File: src/sv/rpfw_pkg.sv
// Package for the rectangle patch frame writer: word types, codes,
// controller states and the command/status structs between ctrl and datapath.
// No dependencies.
`default_nettype none

package rpfw_pkg;

   // Field widths fixed by the interface
   localparam int ADDR_W  = 22;
   localparam int COORD_W = 10;
   localparam int SIZE_W  = 11;
   localparam int PITCH_W = 13;
   localparam int BPP_W   = 3;
   localparam int CSR_IDX_W  = 2;
   localparam int CSR_DATA_W = 11;

   // Largest bytes per pixel; larger register values clamp to it
   localparam logic [BPP_W-1:0] MAX_BPP = 3'd4;

   // One past the highest frame byte address
   localparam logic [ADDR_W:0] ADDR_SPAN = 23'h400000;

   // Register reset values
   localparam logic [SIZE_W-1:0] FRAME_WIDTH_RST  = 11'd1024;
   localparam logic [SIZE_W-1:0] FRAME_HEIGHT_RST = 11'd1024;
   localparam logic [BPP_W-1:0]  BPP_RST          = 3'd4;

   // Cycles the derived frame values need after a register write
   localparam logic [1:0] SETTLE_CYCLES = 2'd2;

   // Register indexes
   localparam logic [CSR_IDX_W-1:0] CSR_FRAME_WIDTH     = 2'd0;
   localparam logic [CSR_IDX_W-1:0] CSR_FRAME_HEIGHT    = 2'd1;
   localparam logic [CSR_IDX_W-1:0] CSR_BYTES_PER_PIXEL = 2'd2;

   // Input word kinds
   localparam logic CMD_HEADER = 1'b0;
   localparam logic CMD_DATA   = 1'b1;

   // Result status codes
   localparam logic [1:0] STATUS_WRITTEN = 2'd0;
   localparam logic [1:0] STATUS_PADDING = 2'd1;
   localparam logic [1:0] STATUS_OUTSIDE = 2'd2;
   localparam logic [1:0] STATUS_NO_RECT = 2'd3;

   typedef struct packed {
      logic               cmd;
      logic [COORD_W-1:0] rect_x;
      logic [COORD_W-1:0] rect_y;
      logic [SIZE_W-1:0]  rect_width;
      logic [SIZE_W-1:0]  rect_height;
      logic [PITCH_W-1:0] line_pitch;
      logic [7:0]         data_byte;
      logic               final_byte;
   } req_word_type;

   typedef struct packed {
      logic [ADDR_W-1:0] address;
      logic [7:0]        byte_value;
      logic [1:0]        status;
      logic              rect_done;
      logic              list_done;
   } rsp_word_type;

   typedef enum logic [1:0] {
      ST_SETTLE,
      ST_READY,
      ST_HDR_MUL,
      ST_HDR_ADD
   } ctrl_state_type;

   // Controller to datapath
   typedef struct packed {
      logic cfg_we;
      logic load_hdr;
      logic hdr_mul;
      logic hdr_add;
      logic load_data;
   } ctrl_cmd_type;

   // Datapath to controller
   typedef struct packed {
      logic is_header;
   } dp_status_type;

endpackage

`default_nettype wire

File: src/sv/rect_patch_frame_writer.sv
// Top level of the rectangle patch frame writer: controller plus datapath.
// Depends on rpfw_pkg, rpfw_ctrl and rpfw_datapath.
`default_nettype none

// A header word loads one changed rectangle; each following data word is one
// source byte and yields one result word in the next cycle, registered
// on rsp_. Data words are taken one per cycle while the result register
// drains. A header word is handled in steps: accept, a multiply step (row
// times stride, column times bytes per pixel) and the row start add. After
// reset and after every register write the frame stride and byte limit are
// recomputed by a two-stage multiplier pipeline, and req_ready stays low
// during the settle wait. Register writes are taken at any time (csr_ready
// is tied high) and must only be issued while the block is idle.
module rect_patch_frame_writer
   import rpfw_pkg::*;
(
   input  wire logic                  clock,
   input  wire logic                  reset,
   input  wire logic                  req_valid,
   output logic                       req_ready,
   input  wire req_word_type          req_word,
   output logic                       rsp_valid,
   input  wire logic                  rsp_ready,
   output rsp_word_type               rsp_word,
   input  wire logic                  csr_valid,
   output logic                       csr_ready,
   input  wire logic [CSR_IDX_W-1:0]  csr_index,
   input  wire logic [CSR_DATA_W-1:0] csr_wdata
);

   ctrl_cmd_type  dp_cmd;
   dp_status_type dp_status;

   assign csr_ready = 1'b1;

   rpfw_ctrl u_ctrl (
      .clock     (clock),
      .reset     (reset),
      .req_valid (req_valid),
      .req_ready (req_ready),
      .rsp_valid (rsp_valid),
      .rsp_ready (rsp_ready),
      .csr_valid (csr_valid),
      .dp_status (dp_status),
      .dp_cmd    (dp_cmd)
   );

   rpfw_datapath u_datapath (
      .clock     (clock),
      .reset     (reset),
      .dp_cmd    (dp_cmd),
      .req_word  (req_word),
      .csr_index (csr_index),
      .csr_wdata (csr_wdata),
      .dp_status (dp_status),
      .rsp_word  (rsp_word)
   );

`ifndef SYNTHESIS
   // Header sequencing blocks the input for the next cycle
   assert property (@(posedge clock) disable iff (reset)
      (req_valid && req_ready && req_word.cmd == CMD_HEADER) |=> !req_ready)
      else $error("input taken during header sequencing");

   // Every data word yields a result next cycle
   assert property (@(posedge clock) disable iff (reset)
      (req_valid && req_ready && req_word.cmd == CMD_DATA) |=> rsp_valid)
      else $error("data word produced no result");

   // Address and byte are zero unless the byte is written
   assert property (@(posedge clock) disable iff (reset)
      (rsp_valid && rsp_word.status != STATUS_WRITTEN) |->
      (rsp_word.address == '0 && rsp_word.byte_value == '0))
      else $error("nonzero address on a non-write result");

   // A rectangle can only end while one is active
   assert property (@(posedge clock) disable iff (reset)
      (rsp_valid && rsp_word.rect_done) |-> (rsp_word.status != STATUS_NO_RECT))
      else $error("rectangle end without active rectangle");
`endif

endmodule

`default_nettype wire

File: src/sv/rpfw_ctrl.sv
// Controller for the rectangle patch frame writer: handshakes, header
// sequencing and settle wait after register writes. Depends on rpfw_pkg.
`default_nettype none

module rpfw_ctrl
   import rpfw_pkg::*;
(
   input  wire logic          clock,
   input  wire logic          reset,
   input  wire logic          req_valid,
   output logic               req_ready,
   output logic               rsp_valid,
   input  wire logic          rsp_ready,
   input  wire logic          csr_valid,
   input  wire dp_status_type dp_status,
   output ctrl_cmd_type       dp_cmd
);

   ctrl_state_type state_ff, state_in;
   logic [1:0]     settle_ff, settle_in;
   logic           rsp_valid_ff, rsp_valid_in;
   logic           req_acc;

   // State, settle counter and result valid
   always_ff @(posedge clock) begin
      if (reset) begin
         state_ff     <= ST_SETTLE;
         settle_ff    <= SETTLE_CYCLES;
         rsp_valid_ff <= 1'b0;
      end else begin
         state_ff     <= state_in;
         settle_ff    <= settle_in;
         rsp_valid_ff <= rsp_valid_in;
      end
   end

   // Next state and commands
   always_comb begin
      state_in  = state_ff;
      settle_in = settle_ff;
      req_ready = 1'b0;
      dp_cmd    = '0;

      dp_cmd.cfg_we = csr_valid;

      unique case (state_ff)
         ST_SETTLE: begin
            if (settle_ff == 2'd0) begin
               state_in = ST_READY;
            end else begin
               settle_in = settle_ff - 2'd1;
            end
         end
         ST_READY: begin
            req_ready = !rsp_valid_ff || rsp_ready;
         end
         ST_HDR_MUL: begin
            dp_cmd.hdr_mul = 1'b1;
            state_in       = ST_HDR_ADD;
         end
         ST_HDR_ADD: begin
            dp_cmd.hdr_add = 1'b1;
            state_in       = ST_READY;
         end
         default: begin
            state_in = ST_SETTLE;
         end
      endcase

      req_acc          = req_valid && req_ready;
      dp_cmd.load_hdr  = req_acc && dp_status.is_header;
      dp_cmd.load_data = req_acc && !dp_status.is_header;
      if (dp_cmd.load_hdr) begin
         state_in = ST_HDR_MUL;
      end

      // A register write restarts the settle wait
      if (csr_valid) begin
         state_in  = ST_SETTLE;
         settle_in = SETTLE_CYCLES;
      end
   end

   // Output word register: one result per data word
   always_comb begin
      rsp_valid_in = rsp_valid_ff;
      if (rsp_ready) begin
         rsp_valid_in = 1'b0;
      end
      if (dp_cmd.load_data) begin
         rsp_valid_in = 1'b1;
      end
   end

   assign rsp_valid = rsp_valid_ff;

endmodule

`default_nettype wire

File: src/sv/rpfw_datapath.sv
// Datapath for the rectangle patch frame writer: registers, frame geometry,
// rectangle walk and result word. Depends on rpfw_pkg.
`default_nettype none

module rpfw_datapath
   import rpfw_pkg::*;
(
   input  wire logic                  clock,
   input  wire logic                  reset,
   input  wire ctrl_cmd_type          dp_cmd,
   input  wire req_word_type          req_word,
   input  wire logic [CSR_IDX_W-1:0]  csr_index,
   input  wire logic [CSR_DATA_W-1:0] csr_wdata,
   output dp_status_type              dp_status,
   output rsp_word_type               rsp_word
);

   // Configuration registers
   logic [SIZE_W-1:0] frame_width_ff, frame_height_ff;
   logic [BPP_W-1:0]  bpp_ff;

   // Derived frame geometry
   logic [BPP_W-1:0]   eff_bpp;
   logic [13:0]        stride_prod;
   logic [PITCH_W-1:0] stride_ff;
   logic [ADDR_W-1:0]  area_prod, area_ff;
   logic [BPP_W-1:0]   bppd_ff;
   logic [24:0]        limit_prod;
   logic [ADDR_W:0]    limit_in, limit_ff;

   // Header staging
   logic [COORD_W-1:0] hx_ff, hy_ff;
   logic [SIZE_W-1:0]  hw_ff;
   logic [ADDR_W:0]    yprod_in, yprod_ff;
   logic [PITCH_W-1:0] xoff_in, xoff_ff;
   logic [13:0]        rcopy_prod;
   logic [ADDR_W+1:0]  hdr_sum;

   // Rectangle walk state
   logic               active_ff, active_in;
   logic [SIZE_W-1:0]  row_count_ff, row_count_in;
   logic [PITCH_W-1:0] column_ff, column_in;
   logic [ADDR_W-1:0]  row_start_ff, row_start_in;
   logic               beyond_ff, beyond_in;
   logic [PITCH_W-1:0] row_copy_ff, row_copy_in;
   logic [PITCH_W-1:0] pitch_ff, pitch_in;
   logic [SIZE_W-1:0]  rows_total_ff, rows_total_in;

   // Data step
   logic [ADDR_W:0]    byte_addr;
   logic [PITCH_W-1:0] column_next;
   logic [SIZE_W-1:0]  row_next;
   logic [ADDR_W:0]    row_adv;
   rsp_word_type       rsp_word_ff, rsp_word_in;

   assign dp_status.is_header = (req_word.cmd == CMD_HEADER);

   // Register writes
   always_ff @(posedge clock) begin
      if (reset) begin
         frame_width_ff  <= FRAME_WIDTH_RST;
         frame_height_ff <= FRAME_HEIGHT_RST;
         bpp_ff          <= BPP_RST;
      end else if (dp_cmd.cfg_we) begin
         unique case (csr_index)
            CSR_FRAME_WIDTH:     frame_width_ff  <= csr_wdata;
            CSR_FRAME_HEIGHT:    frame_height_ff <= csr_wdata;
            CSR_BYTES_PER_PIXEL: bpp_ff          <= csr_wdata[BPP_W-1:0];
            default: ;
         endcase
      end
   end

   // Geometry pipeline: row stride and frame byte limit
   assign eff_bpp     = (bpp_ff > MAX_BPP) ? MAX_BPP : bpp_ff;
   assign stride_prod = {3'b0, frame_width_ff} * {11'b0, eff_bpp};
   assign area_prod   = {11'b0, frame_width_ff} * {11'b0, frame_height_ff};
   assign limit_prod  = {3'b0, area_ff} * {22'b0, bppd_ff};
   assign limit_in    = (limit_prod > {2'b0, ADDR_SPAN}) ? ADDR_SPAN : limit_prod[ADDR_W:0];

   always_ff @(posedge clock) begin
      stride_ff <= stride_prod[PITCH_W-1:0];
      area_ff   <= area_prod;
      bppd_ff   <= eff_bpp;
      limit_ff  <= limit_in;
   end

   // Header: capture, multiply, then add
   assign yprod_in   = {13'b0, hy_ff} * {10'b0, stride_ff};
   assign xoff_in    = {3'b0, hx_ff} * {10'b0, eff_bpp};
   assign rcopy_prod = {3'b0, hw_ff} * {11'b0, eff_bpp};
   assign hdr_sum    = {1'b0, yprod_ff} + {11'b0, xoff_ff};

   always_ff @(posedge clock) begin
      if (dp_cmd.load_hdr) begin
         hx_ff <= req_word.rect_x;
         hy_ff <= req_word.rect_y;
         hw_ff <= req_word.rect_width;
      end
      if (dp_cmd.hdr_mul) begin
         yprod_ff <= yprod_in;
         xoff_ff  <= xoff_in;
      end
   end

   // Data step: address, status and walk update
   assign byte_addr   = {1'b0, row_start_ff} + {10'b0, column_ff};
   assign column_next = column_ff + 13'd1;
   assign row_next    = row_count_ff + 11'd1;
   assign row_adv     = {1'b0, row_start_ff} + {10'b0, stride_ff};

   always_comb begin
      active_in     = active_ff;
      row_count_in  = row_count_ff;
      column_in     = column_ff;
      row_start_in  = row_start_ff;
      beyond_in     = beyond_ff;
      row_copy_in   = row_copy_ff;
      pitch_in      = pitch_ff;
      rows_total_in = rows_total_ff;
      rsp_word_in   = rsp_word_ff;

      priority if (dp_cmd.load_hdr) begin
         rows_total_in = req_word.rect_height;
         pitch_in      = req_word.line_pitch;
         row_count_in  = '0;
         column_in     = '0;
         beyond_in     = 1'b0;
         active_in     = (req_word.rect_height != '0) && (req_word.line_pitch != '0);
      end else if (dp_cmd.hdr_mul) begin
         row_copy_in = rcopy_prod[PITCH_W-1:0];
      end else if (dp_cmd.hdr_add) begin
         row_start_in = hdr_sum[ADDR_W-1:0];
         beyond_in    = |hdr_sum[ADDR_W+1:ADDR_W];
      end else if (dp_cmd.load_data) begin
         rsp_word_in            = '0;
         rsp_word_in.list_done  = req_word.final_byte;
         if (!active_ff) begin
            rsp_word_in.status = STATUS_NO_RECT;
         end else begin
            priority if (column_ff >= row_copy_ff) begin
               rsp_word_in.status = STATUS_PADDING;
            end else if (beyond_ff || (byte_addr >= limit_ff)) begin
               rsp_word_in.status = STATUS_OUTSIDE;
            end else begin
               rsp_word_in.status     = STATUS_WRITTEN;
               rsp_word_in.address    = byte_addr[ADDR_W-1:0];
               rsp_word_in.byte_value = req_word.data_byte;
            end
            column_in = column_next;
            // End of a source row
            if (column_next >= pitch_ff) begin
               column_in    = '0;
               row_count_in = row_next;
               row_start_in = row_adv[ADDR_W-1:0];
               if (row_adv[ADDR_W]) begin
                  beyond_in = 1'b1;
               end
               if (row_next >= rows_total_ff) begin
                  rsp_word_in.rect_done = 1'b1;
                  active_in             = 1'b0;
               end
            end
         end
      end else begin
      end
   end

   // Walk control state
   always_ff @(posedge clock) begin
      if (reset) begin
         active_ff     <= 1'b0;
         row_count_ff  <= '0;
         column_ff     <= '0;
         row_start_ff  <= '0;
         beyond_ff     <= 1'b0;
         row_copy_ff   <= '0;
         pitch_ff      <= '0;
         rows_total_ff <= '0;
      end else begin
         active_ff     <= active_in;
         row_count_ff  <= row_count_in;
         column_ff     <= column_in;
         row_start_ff  <= row_start_in;
         beyond_ff     <= beyond_in;
         row_copy_ff   <= row_copy_in;
         pitch_ff      <= pitch_in;
         rows_total_ff <= rows_total_in;
      end
   end

   // Result word register
   always_ff @(posedge clock) begin
      rsp_word_ff <= rsp_word_in;
   end

   assign rsp_word = rsp_word_ff;

endmodule

`default_nettype wire

File: config.mk
export PLATFORM = sky130hd
export DESIGN_NAME = rect_patch_frame_writer
export DESIGN_NICKNAME = d
export VERILOG_FILES = /design/src/sv/rpfw_pkg.sv /design/src/sv/rect_patch_frame_writer.sv /design/src/sv/rpfw_ctrl.sv /design/src/sv/rpfw_datapath.sv
export SDC_FILE = /design/constraint.sdc
export NUM_CORES = 1
export LEC_CHECK = 0
export ABC_AREA = 1
export BUFFER_PORTS_ARGS = -buffer_cell sky130_fd_sc_hd__buf_2
export CAP_MARGIN = 15
export CORE_ASPECT_RATIO = 1.25
export CORE_UTILIZATION = 40
export DETAILED_ROUTE_END_ITERATION = 12
export HOLD_SLACK_MARGIN = 0.06
export PLACE_DENSITY_LB_ADDON = 0.05
export RECOVER_POWER = 50
export SYNTH_ARGS = -nofsm -noshare
export SYNTH_HDL_FRONTEND = slang
export SYNTH_HIERARCHICAL = 1
export SYNTH_SLANG_ARGS = --single-unit
File: constraint.sdc
create_clock -name clock -period 4.99 [get_ports clock]
set_input_delay 0.499 -clock clock [delete_from_list [all_inputs] [get_ports clock]]
set_output_delay 0.499 -clock clock [all_outputs]
set_load 0.02 [all_outputs]
After elaboration in Yosys (flattened, before gate mapping)
Index checks and enable logic that the tools add are counted.
{ "op_classes": {"div_mod_pow": 0, "bitwise_logic": 6, "eq_ne": 9, "n_mul": 6, "shifts": 0, "add_sub_neg": 6, "n_reduce_logical": 40, "order_cmp": 6, "muxes": 29} }
{ "ops": {"columns": ["operator", "n"], "rows": [
  ["$mux W22", 4],
  ["$add A22 B13 Y23", 2],
  ["$ge A13 B13 Y1", 2],
  ["$mul A11 B3 Y13", 2],
  ["$gt A25 B23 Y1 const B", 1],
  ["$mul A22 B3 Y25", 1],
  ["$add A23 B13 Y24", 1],
  ["$ge A23 B23 Y1", 1],
  ["$mul A10 B13 Y23", 1],
  ["$mul A11 B11 Y22", 1],
  ["$mux W1", 18],
  ["$reduce_and A2 Y1", 8],
  ["$reduce_and A5 Y1", 3],
  ["$add A13 B1 Y13 const B", 1],
  ["$mul A10 B3 Y13", 1],
  ["$mux W13", 1],
  ["$reduce_bool A13 Y1", 1],
  ["$reduce_bool A2 Y1", 6],
  ["$add A11 B1 Y11 const B", 1],
  ["$ge A11 B11 Y1", 1],
  ["$reduce_bool A11 Y1", 1],
  ["$mux W2", 4],
  ["$reduce_and A4 Y1", 2],
  ["$reduce_or A2 Y1", 4],
  ["other kinds (17)", 34]
]} }
{ "totals": {"latch_bits": 0, "out_inout_bits": 37, "romBits": 0, "ram_bits": 0, "ff_bits": 277, "n_memories": 0, "elab_cells": 132} }

Logic depth before layout (Yosys ltp)
Gate-level depths: netlist of the first run.
{ "logic_depth": {"ltp_word": 9, "ltp_mapped": 23, "depth_no_buf": 23} }

Modules after synthesis
Netlist of the first run, hierarchy kept.
{ "modules_own_cells": {"columns": ["mod", "area_per_inst_um2", "cells_each", "seq_area_each_um2", "instances"], "rows": [
  ["rpfw_datapath", 26101.3, 3428, 6456.2, 1],
  ["rpfw_ctrl", 339.1, 44, 100.1, 1],
  ["rect_patch_frame_writer", 11.3, 2, 0.0, 1]
]} }

Worst setup path after synthesis of the first run
Ideal clock, no wire load.
{ "synth_path": {"path_kind": "register to register", "from": "reg u_datapath.hy_ff[3]", "to": "reg u_datapath.yprod_ff[19] (data pin)", "synth_period_minus_slack_ns": 5.057, "required_ns": 4.738, "path_slack_ns": -0.067, "path_buffers": 1, "path_stages_with_launch": 23, "arrival_ns": 4.805, "cell_sequence": "edfxtp_1 clkbuf_1 nand2_1 fa_1 inv_1 fa_1 inv_1 fa_1 inv_1 fa_1 inv_1 fa_1 inv_1 ha_1 a21oi_1 a21boi_0 o21ai_0 a31oi_1 o21bai_1 nand3_1 nand2_1 nand2_1 nand2_1"} }
{ "synth_between": {"elab_chain_len": 1} }
{ "synth_rtl": {"columns": ["item", "line_no", "source"], "rows": [
  ["start, declared", "rpfw_datapath.sv:32", "logic [COORD_W-1:0] hx_ff, hy_ff;"],
  ["start signal, assigned", "rpfw_datapath.sv:97", "hy_ff <= req_word.rect_y;"],
  ["$mul A10 B13 Y23", "rpfw_datapath.sv:89", "assign yprod_in = {13'b0, hy_ff} * {10'b0, stride_ff};"],
  ["named net u_datapath.yprod_in[19]", "rpfw_datapath.sv:34", "logic [ADDR_W:0] yprod_in, yprod_ff;"],
  ["end signal, assigned", "rpfw_datapath.sv:101", "yprod_ff <= yprod_in;"],
  ["end, declared", "rpfw_datapath.sv:34", null]
]} }
The timed path passes the listed nets, and every way through them passes these cells.
A chain may end at the register's enable or synchronous reset.

Worst setup path after layout of the first run
{ "layout_path": {"from": "reg u_datapath.hy_ff[9]", "to": "reg u_datapath.yprod_ff[22] (data pin)"} }
The elaborated chain is that of the path after synthesis.

==> reports/metrics.json, run 1 <==
{
  "run_status": "finished with violations",
  "violations": "capacitance limit, slew limit",
  "start_kind": "flop",
  "synth_nets": 4057,
  "drv_cap": 2,
  "layout_common_cells": "sky130_fd_sc_hd__nand2_1 (814), sky130_fd_sc_hd__inv_1 (707), sky130_fd_sc_hd__ha_1 (272), sky130_fd_sc_hd__nor2_1 (232), sky130_fd_sc_hd__a21oi_1 (229)",
  "synth-seq-area-share": 0.248,
  "groute.usage.overall": 0.212,
  "seq_power_share": 0.382,
  "core.rowCount": 105,
  "post_synth_num_cell_types": 57,
  "syn_area_mm2": 0.0265,
  "finalSetupTns_ps": 0,
  "ys_ff_latch": 277,
  "clk_pin_slew_ps": 60,
  "maximum_vdd_ir_drop_v": 0.000236,
  "finalHoldViolCount": 0,
  "clk_lat_worst_skew_ps": 550,
  "synth_enable_flop_cells": 101,
  "cts_buffers": 34,
  "drt_pass1_iterations": 5,
  "power.share.clock": 0.425,
  "num_antenna_cells": 0,
  "maximum_number_of_pins_on_one_net_before_global_route_repair": 45,
  "crit_fanout": 9,
  "worst-slew-pin-transition_ps": 2110,
  "synth_warnings": 6,
  "drt.antenna.violating_nets": 0,
  "final_common_cell": "sky130_fd_sc_hd__nand2_1",
  "post-route-period-util": 0.965,
  "worstPathRequired_ps": 5270,
  "per_cell_via_count_in_the_routed_design": 4.84,
  "syn_inst": 3474,
  "timing.hold.worst_path_depth": 1,
  "power.static_leakage_nw": 16.0,
  "initial_utilization": 0.403,
  "timing_worst_setup_path_type": "flop to flop",
  "power_frac_comb": 0.192,
  "n_fill_cell": 6765,
  "hpwl_after_detailed_placement_mm": 58.6,
  "floorplan.io_pins": 120,
  "finalWorstPathRequiredPeriod_ps": 4810,
  "synth_area_per_cell_um2": 7.61,
  "cts_tree": "built",
  "port_buffers": 118,
  "chipHeight_um": 290,
  "first_global_vias": 22000,
  "netSwitchingFraction": 0.284,
  "min-delay-path-class": "primary input to flop",
  "p_int_mw": 4.64,
  "gpl.final_weighted_congestion": 0.898,
  "core_region_area_mm2": 0.0656,
  "fin_total_pwr_mw": 6.48,
  "first_pass_grt_wire_length_mm": 113,
  "power.density_cell_area_mw_per_mm2": 214,
  "arrival_ps": 5100,
  "dr_total_vias": 21900,
  "slew_headroom": -0.405,
  "report.final.setup_viol": 0,
  "dieArea_mm2": 0.0672,
  "power_switching_mw": 1.84,
  "layout.nets": 4234,
  "fin_worst_skew_ps": 21.1,
  "clock-root-buffer": "sky130_fd_sc_hd__clkbuf_16",
  "fmax_mhz": 208,
  "antenna_violations_before_repair": 1,
  "timing.final.max_slew_violations": 80,
  "cp-end-kind": "flop",
  "area_growth_pct": 14.3,
  "floorplan.die.width_um": 232,
  "async_reset_ff_frac": 0,
  "globalRoute.totalOverflow": 0,
  "wire_per_inst_um": 15.6,
  "post_route_cells_drive_above_1_share": 0.112,
  "clock_path_buffers": 3,
  "routed_wl_mm": 70.7,
  "initial_drt_markers": 1199,
  "remaining_routing_drc_violations": 0,
  "ys_dominant_reg_cell": "sky130_fd_sc_hd__dfxtp_1",
  "cts.htree.levels": 2,
  "ff2ff_path_depth": 19,
  "clkSinkCount": 277,
  "cts_hold_buffers": 0
}
## per-stage QoR
step	hold slack [ps]	instance area [µm²]	util	std cells	setup slack, ps
finish	131	30200	0.461	4532	177
global route	98.7	30200	0.461	4532	-45.9
CTS	87.3	29900	0.456	4526	-29.3
detailed placement	456	28600	0.436	4464	-128
global placement	450	28600	0.436	4464	-121
floorplan	416	26500	-	3474	13.8
## power groups by stage
stage	combinational [mW]	clock, mW	sequential [mW]
after global placement	1.16	0	2.52
final	1.25	2.76	2.48
after detailed placement	1.17	0	2.53
after floorplan	0.826	0	2.50
after CTS	1.18	2.85	2.48
after global routing	1.42	2.93	2.48
## layer usage
layer,up-vias,global-route usage,routed length (µm)
met1,10200,0.267,31700
li1,11200,-,-
met2,409,0.380,34600
met3,80,0.0245,2580
met4,0,0.0605,1810
met5,-,0,0
## flip-flops by register name, indices dropped and copies added (netlist names), 2 cells and up
register and count:
u_ctrl/settle_ff 2, u_ctrl/state_ff 2, u_datapath/area_ff 22, u_datapath/bpp_ff 3, u_datapath/bppd_ff 3, u_datapath/column_ff 13, u_datapath/frame_height_ff 11, u_datapath/frame_width_ff 11
u_datapath/hw_ff 11, u_datapath/hx_ff 10, u_datapath/hy_ff 10, u_datapath/limit_ff 23, u_datapath/pitch_ff 13, u_datapath/row_copy_ff 13, u_datapath/row_count_ff 11, u_datapath/row_start_ff 22
u_datapath/rows_total_ff 11, u_datapath/rsp_word 34, u_datapath/stride_ff 13, u_datapath/xoff_ff 13, u_datapath/yprod_ff 23
## worst max-delay path: stages, from the launching register on
cell                       delay [ps]
sky130_fd_sc_hd__edfxtp_1         440
sky130_fd_sc_hd__buf_4            170
sky130_fd_sc_hd__buf_4            170
sky130_fd_sc_hd__nand2_1           70
sky130_fd_sc_hd__inv_1             50
sky130_fd_sc_hd__fa_1             530
sky130_fd_sc_hd__inv_1             60
sky130_fd_sc_hd__fa_1             540
sky130_fd_sc_hd__inv_1             60
sky130_fd_sc_hd__fa_1             500
sky130_fd_sc_hd__fa_1             490
sky130_fd_sc_hd__ha_1             350
sky130_fd_sc_hd__ha_4             330
sky130_fd_sc_hd__nand2_1           70
sky130_fd_sc_hd__inv_1             80
sky130_fd_sc_hd__nand3_1          130
sky130_fd_sc_hd__nor3_2           240
sky130_fd_sc_hd__nand4_1          140
sky130_fd_sc_hd__nand3_2          110
sky130_fd_sc_hd__xnor2_1           70
## cells by family after synthesis
logic type	count (synthesis)	synth area share
buffers and inverters	819	0.118
DFF	277	0.248
AOI/OAI and AO/OA	480	0.0981
xor gates and xnor gates	117	0.0387
other	1	0.000142
and+or+nand+nor	1280	0.199
adders and majority gates	500	0.299
## final cells by class
class                      instances  area, µm²  share of cell area
clock inverter                    13        183             0.00604
clock buffer                      48       1080              0.0358
tap                              856       1070              0.0354
inverter                         716       2690              0.0889
multi-input combinational       2378      17100               0.564
sequential                       277       6580               0.218
timing repair buffer             244       1570              0.0518
## Yosys cell counts, drive strengths merged (10+ instances only)
master | instances | area, µm²
nand2 | 833 | 3150
inv | 715 | 2680
ha | 281 | 3520
nor2 | 267 | 1080
a21oi | 241 | 1210
fa | 219 | 4380
dfxtp | 176 | 3520
o21ai | 169 | 850
edfxtp | 101 | 3030
nand3 | 92 | 493
clkbuf | 87 | 327
xor2 | 77 | 674
xnor2 | 40 | 350
nand4 | 30 | 188
nor3 | 27 | 135
buf | 16 | 104
nor4 | 11 | 68.8
o21bai | 11 | 86.3
o211ai | 10 | 75.1
## worst paths after layout
kind / start / endpoint / slack [ps]
setup / recovery: u_datapath/hy_ff[9] / u_datapath/yprod_ff[22] / 180
setup reg to reg: u_datapath/hy_ff[9] / u_datapath/yprod_ff[22] / 180
hold / removal: req_word[61] / u_datapath/hx_ff[7] / 130
hold reg to reg: u_datapath/rows_total_ff[5] / u_datapath/rows_total_ff[5] / 460
## timing repair
| action | in CTS | in global routing |
|---|---|---|
| gates resized for setup | 11 | 86 |
| pin swaps | 5 | 46 |
| endpoints found under the hold margin | 0 | 0 |
| endpoints found under the setup margin | 4 | 21 |
| setup buffers | 1 | 6 |
Power figures use the tool's default switching activity.
==> inputs of run 2 (changes only) <==
- BUFFER_PORTS_ARGS: -buffer_cell sky130_fd_sc_hd__buf_2 -> -buffer_cell sky130_fd_sc_hd__buf_4
- PLACE_DENSITY_LB_ADDON: 0.05 -> 0.12
==> run 2 against run 1 <==
- the run still ends with capacitance limit, slew limit left
- sequential cell count is the same
- combinational power is essentially flat
- cell count is essentially flat
- die area is the same
- utilization shrank 0.059 points
- largest cell class unchanged
==> reports/metrics.json, run 2 (same netlist as run 1, synthesis figures left out) <==
{
  "run_status": "finished with violations",
  "violations": "capacitance limit, slew limit",
  "cts_tree": "built",
  "clkSinkCount": 277,
  "cts_buffers": 35,
  "core.rowCount": 105,
  "cp-end-kind": "flop",
  "route.layer.met1.wl_mm": 30.4,
  "first_pass_grt_wire_length_mm": 111,
  "start_kind": "flop",
  "max_stage_delay_ps": 570,
  "report.final.setup_viol": 0,
  "drt_pass1_iterations": 5,
  "worst_path_max_delay_cell": "sky130_fd_sc_hd__fa_1",
  "per_cell_via_count_in_the_routed_design": 4.78,
  "cts.htree.levels": 2,
  "maximum_vdd_ir_drop_v": 0.000241,
  "cell_type_with_the_highest_occurrence_count_on_the_critical_path": "sky130_fd_sc_hd__fa_1",
  "layout.nets": 4233,
  "post_route_cells_drive_above_1_share": 0.0991,
  "clock_path_buffers": 3,
  "dieArea_mm2": 0.0672,
  "finalWorstPathRequiredPeriod_ps": 4880,
  "drt.antenna.violating_nets": 0,
  "post_placement_cell_count": 4455,
  "final.setup.worst_slack_ps": 105,
  "layout_common_cells": "sky130_fd_sc_hd__nand2_1 (814), sky130_fd_sc_hd__inv_1 (703), sky130_fd_sc_hd__ha_1 (269), sky130_fd_sc_hd__nor2_1 (230), sky130_fd_sc_hd__a21oi_1 (230)",
  "power.static_leakage_nw": 15.8,
  "clk_pin_slew_ps": 60,
  "chipHeight_um": 290,
  "unrepaired_setup_endpoints_after_global_routing": "true",
  "core_region_area_mm2": 0.0656,
  "setup.reg_to_reg.worst_slack_ps": 110,
  "wl_met3_mm": 2.35,
  "first_global_vias": 21700,
  "final_common_cell": "sky130_fd_sc_hd__nand2_1",
  "fin_worst_skew_ps": 17.0,
  "initial_drt_markers": 884,
  "non_filler_cells_in_the_finished_layout": 4531,
  "routed_wl_mm": 68.1,
  "post-route-period-util": 0.979,
  "min-delay-path-class": "primary input to flop",
  "floorplan.io_pins": 120,
  "clk_lat_worst_skew_ps": 540,
  "gpl.final_weighted_congestion": 0.919,
  "area_growth_pct": 14.1,
  "largest_register_ff_count": 34,
  "globalRoute.totalOverflow": 0,
  "fmax_mhz": 205,
  "clock-root-buffer": "sky130_fd_sc_hd__clkbuf_16",
  "drv_cap": 3,
  "power.density_cell_area_mw_per_mm2": 209,
  "hpwl_after_detailed_placement_mm": 56.2,
  "wire_per_inst_um": 15.0,
  "dr_total_vias": 21700,
  "floorplan.die.width_um": 232,
  "remaining_routing_drc_violations": 0,
  "initial_utilization": 0.403,
  "placement.setup.worst_slack_ps": -183,
  "finalHoldViolCount": 0,
  "groute.usage.overall": 0.207,
  "slew_headroom": -0.532,
  "crit_fanout": 8,
  "timing.final.max_slew_violations": 138,
  "critical_path.cell_chain": "nand2_1 > inv_1 > fa_1 > fa_1 > fa_1 > fa_1 > inv_2 > fa_1 > inv_2 > ha_4 > buf_4 > nand2_2 > nor2_4 > buf_6 > a31oi_4 > buf_6 > buf_4 > buf_4 > xnor2_1",
  "worst-slew-pin-transition_ps": 2300,
  "worstPathRequired_ps": 5290,
  "timing_worst_setup_path_type": "flop to flop",
  "port_buffers": 118,
  "antenna_violations_before_repair": 0,
  "top_layer": "met4",
  "detailed_route_wirelength_on_metal2_mm": 33.1,
  "maximum_number_of_pins_on_one_net_before_global_route_repair": 54,
  "arrival_ps": 5180
}
-- run 2: path summary, 6_finish.rpt --
path / depth (start not counted) / startpoint / to
setup / recovery: 19 / u_datapath/hy_ff[6] / u_datapath/yprod_ff[14]
hold / removal: 1 / req_word[44] / u_datapath/hy_ff[0]
setup reg to reg: 19 / u_datapath/hy_ff[6] / u_datapath/yprod_ff[14]
hold reg to reg: 2 / u_datapath/bpp_ff[1] / u_datapath/bpp_ff[1]
-- run 2: final cells by class --
class                   count  area (µm²)
inverters                 716        2690
well taps                 856        1070
clock buffers              44         940
flip-flops and latches    277        6580
diodes                      1        2.50
clock inverters            17         205
fillers                  6779       35400
multi-input cells        2378       17100
repair buffers            242        1650
-- run 2: routing by layer --
| metal | track usage | up-vias |
|---|---|---|
| li1 | - | 11200 |
| met4 | 0.0694 | 0 |
| met2 | 0.368 | 345 |
| met1 | 0.260 | 10100 |
| met3 | 0.0250 | 86 |
| met5 | 0 | - |
-- run 2: repair_timing --
item	4_1_cts	5_1_grt
hold endpoints to repair	0	0
setup buffers	6	8
resized for setup	9	86
pin swaps	3	54
setup endpoints to repair	5	22
hold buffers	0	0
-- run 2: power by group --
part	switching (mW)	internal, mW	total, mW
combinational	0.741	0.513	1.25
sequential	0.0621	2.42	2.48
clock	1.03	1.55	2.57
-- run 2: critical path, delay by kind of cell (launching register included) --
kind / cells / cell delay, ps
AOI/OAI and AO/OA: 1 / 90
xor gates and xnor gates: 1 / 110
adders and majority gates: 6 / 2870
buffers and inverters: 8 / 750
DFF: 1 / 510
and+or+nand+nor: 3 / 310
-- run 2: stage by stage --
step / TNS (ps) / hold WS [ps] / utilization / total power [mW] / cell area (µm²)
finish: 0 / 157 / 0.461 / 6.31 / 30200
global route: -370 / 128 / 0.460 / 6.66 / 30200
CTS: -8.96 / 100 / 0.459 / 6.34 / 30100
detailed placement: -477 / 462 / 0.440 / 3.71 / 28800
global placement: -88.5 / 456 / 0.440 / 3.70 / 28800
floorplan: 0 / 416 / - / 3.32 / 26500
==> inputs of run 3 (changes only) <==
- CTS_BUF_LIST: not set -> sky130_fd_sc_hd__clkbuf_16
==> run 3 against run 2 <==
- the run still ends with capacitance limit, slew limit left
- combinational power barely moved
- non-clock buffer count is 5 higher
- sequential cell count did not move
- routed wire length is 0.13% higher
- via count increased by 0.20%
- sequential power barely moved
- critical endpoint unchanged
- largest cell class unchanged
==> reports/metrics.json, run 3 (same netlist as run 1, synthesis figures left out) <==
{
  "finalWorstPathRequiredPeriod_ps": 4910,
  "post_placement_cell_count": 4455,
  "clock_path_buffers": 3,
  "drt.antenna.violating_nets": 0,
  "floorplan.io_pins": 120,
  "maximum_number_of_pins_on_one_net_before_global_route_repair": 54,
  "violations": "capacitance limit, slew limit",
  "dieArea_mm2": 0.0672,
  "area_growth_pct": 14.3,
  "dr_total_vias": 21700,
  "maximum_vdd_ir_drop_v": 0.000241,
  "groute.usage.overall": 0.207,
  "timing.final.max_slew_violations": 138,
  "core_region_area_mm2": 0.0656,
  "cts_tree": "built",
  "chipHeight_um": 290,
  "globalRoute.totalOverflow": 0,
  "min-delay-path-class": "primary input to flop",
  "final_area_mm2": 0.0302,
  "globalRouteMet3Util": 0.0250,
  "timing_worst_setup_path_type": "flop to flop",
  "post-route-period-util": 0.983,
  "antenna_violations_before_repair": 0,
  "post_route_cells_drive_above_1_share": 0.0992,
  "fmax_mhz": 204,
  "start_kind": "flop",
  "arrival_ps": 5210,
  "global_route.usage.met1": 0.259,
  "port_buffers": 118,
  "non_filler_cells_in_the_finished_layout": 4536,
  "report.final.setup_viol": 0,
  "final_common_cell": "sky130_fd_sc_hd__nand2_1",
  "crit_fanout": 8,
  "clk_pin_slew_ps": 60,
  "layout_common_cells": "sky130_fd_sc_hd__nand2_1 (816), sky130_fd_sc_hd__inv_1 (711), sky130_fd_sc_hd__ha_1 (266), sky130_fd_sc_hd__nor2_1 (233), sky130_fd_sc_hd__a21oi_1 (229)",
  "first_pass_grt_wire_length_mm": 111,
  "initial_drt_markers": 972,
  "largest_register_ff_count": 34,
  "busiest_layer": "met2",
  "clkSinkCount": 277,
  "worstPathRequired_ps": 5290,
  "drt_pass1_iterations": 4,
  "power.static_leakage_nw": 15.8,
  "gpl.final_weighted_congestion": 0.919,
  "slew_headroom": -0.525,
  "routed_wl_mm": 68.2,
  "placed_area_mm2": 0.0288,
  "drv_cap": 3,
  "cts.htree.levels": 2,
  "power.density_cell_area_mw_per_mm2": 207,
  "met2_usage": 0.368,
  "fin_util": 0.461,
  "first_global_vias": 21700,
  "layout.nets": 4238,
  "core.rowCount": 105,
  "fin_worst_skew_ps": 16.8,
  "fin_total_pwr_mw": 6.26,
  "floorplan.die.width_um": 232,
  "cp-end-kind": "flop",
  "remaining_routing_drc_violations": 0,
  "finalHoldViolCount": 0,
  "worst-slew-pin-transition_ps": 2290,
  "hpwl_after_detailed_placement_mm": 56.2,
  "unrepaired_setup_endpoints_after_global_routing": "true",
  "clock-root-buffer": "sky130_fd_sc_hd__clkbuf_16",
  "clk_lat_worst_skew_ps": 550,
  "wire_per_inst_um": 15.0,
  "initial_utilization": 0.403,
  "run_status": "finished with violations",
  "cts_buffers": 35,
  "per_cell_via_count_in_the_routed_design": 4.78
}
run 3: layer usage:
layer	share of wire	wire length (µm)
met5	0	0
met4	0.032	2190
met3	0.035	2410
met2	0.49	33100
met1	0.45	30400
run 3: path summary, 6_finish.rpt:
check / start / end / slack [ps] / cells after the start
setup / recovery: u_datapath/hy_ff[5] / u_datapath/yprod_ff[14] / 80 / 20
hold / removal: req_word[44] / u_datapath/hy_ff[0] / 160 / 1
hold reg to reg: u_datapath/bpp_ff[1] / u_datapath/bpp_ff[1] / 460 / 2
setup reg to reg: u_datapath/hy_ff[5] / u_datapath/yprod_ff[14] / 80 / 20
run 3: what timing repair did:
item,CTS,global route
pin swaps,3,41
resized for setup,8,91
hold buffers,0,0
endpoints found under the hold margin,0,0
setup buffers,6,13
cloned,0,0
endpoints found under the setup margin,5,22
run 3: worst max-delay path: stages, from the launching register on:
cell                       delay (ps)
sky130_fd_sc_hd__edfxtp_1         530
sky130_fd_sc_hd__buf_4            200
sky130_fd_sc_hd__buf_4            120
sky130_fd_sc_hd__buf_4            150
sky130_fd_sc_hd__nand2_1           60
sky130_fd_sc_hd__inv_1             50
sky130_fd_sc_hd__fa_1             510
sky130_fd_sc_hd__fa_1             430
sky130_fd_sc_hd__fa_1             480
sky130_fd_sc_hd__fa_1             490
sky130_fd_sc_hd__ha_1             320
sky130_fd_sc_hd__ha_4             280
sky130_fd_sc_hd__buf_4            130
sky130_fd_sc_hd__nand2_2           70
sky130_fd_sc_hd__o21a_1           210
sky130_fd_sc_hd__nand2_2          100
sky130_fd_sc_hd__a31oi_4           50
sky130_fd_sc_hd__buf_6            140
sky130_fd_sc_hd__buf_4            120
sky130_fd_sc_hd__buf_4            120
sky130_fd_sc_hd__xnor2_1          110
run 3: final cells by class:
class	count	area [µm²]
clock inverters	26	239
fillers	6775	35300
flip-flops and latches	277	6580
inverters	716	2690
well taps	856	1070
clock buffers	35	876
diodes	1	2.50
multi-input cells	2378	17100
repair buffers	247	1680
run 3: where the power goes:
part	internal [mW]	switching [mW]
logic	0.525	0.743
clock network	1.49	1.03
registers	2.42	0.0619
total	4.43	1.83
run 3: metrics by stage:
step                setup TNS [ps]  worst slack [ps]  hold slack (ps)
floorplan                        0              13.8              416
global placement             -88.5             -66.0              456
detailed placement            -477              -183              462
CTS                          -9.53             -9.53              100
global route                  -501              -129              128
finish                           0              83.0              158
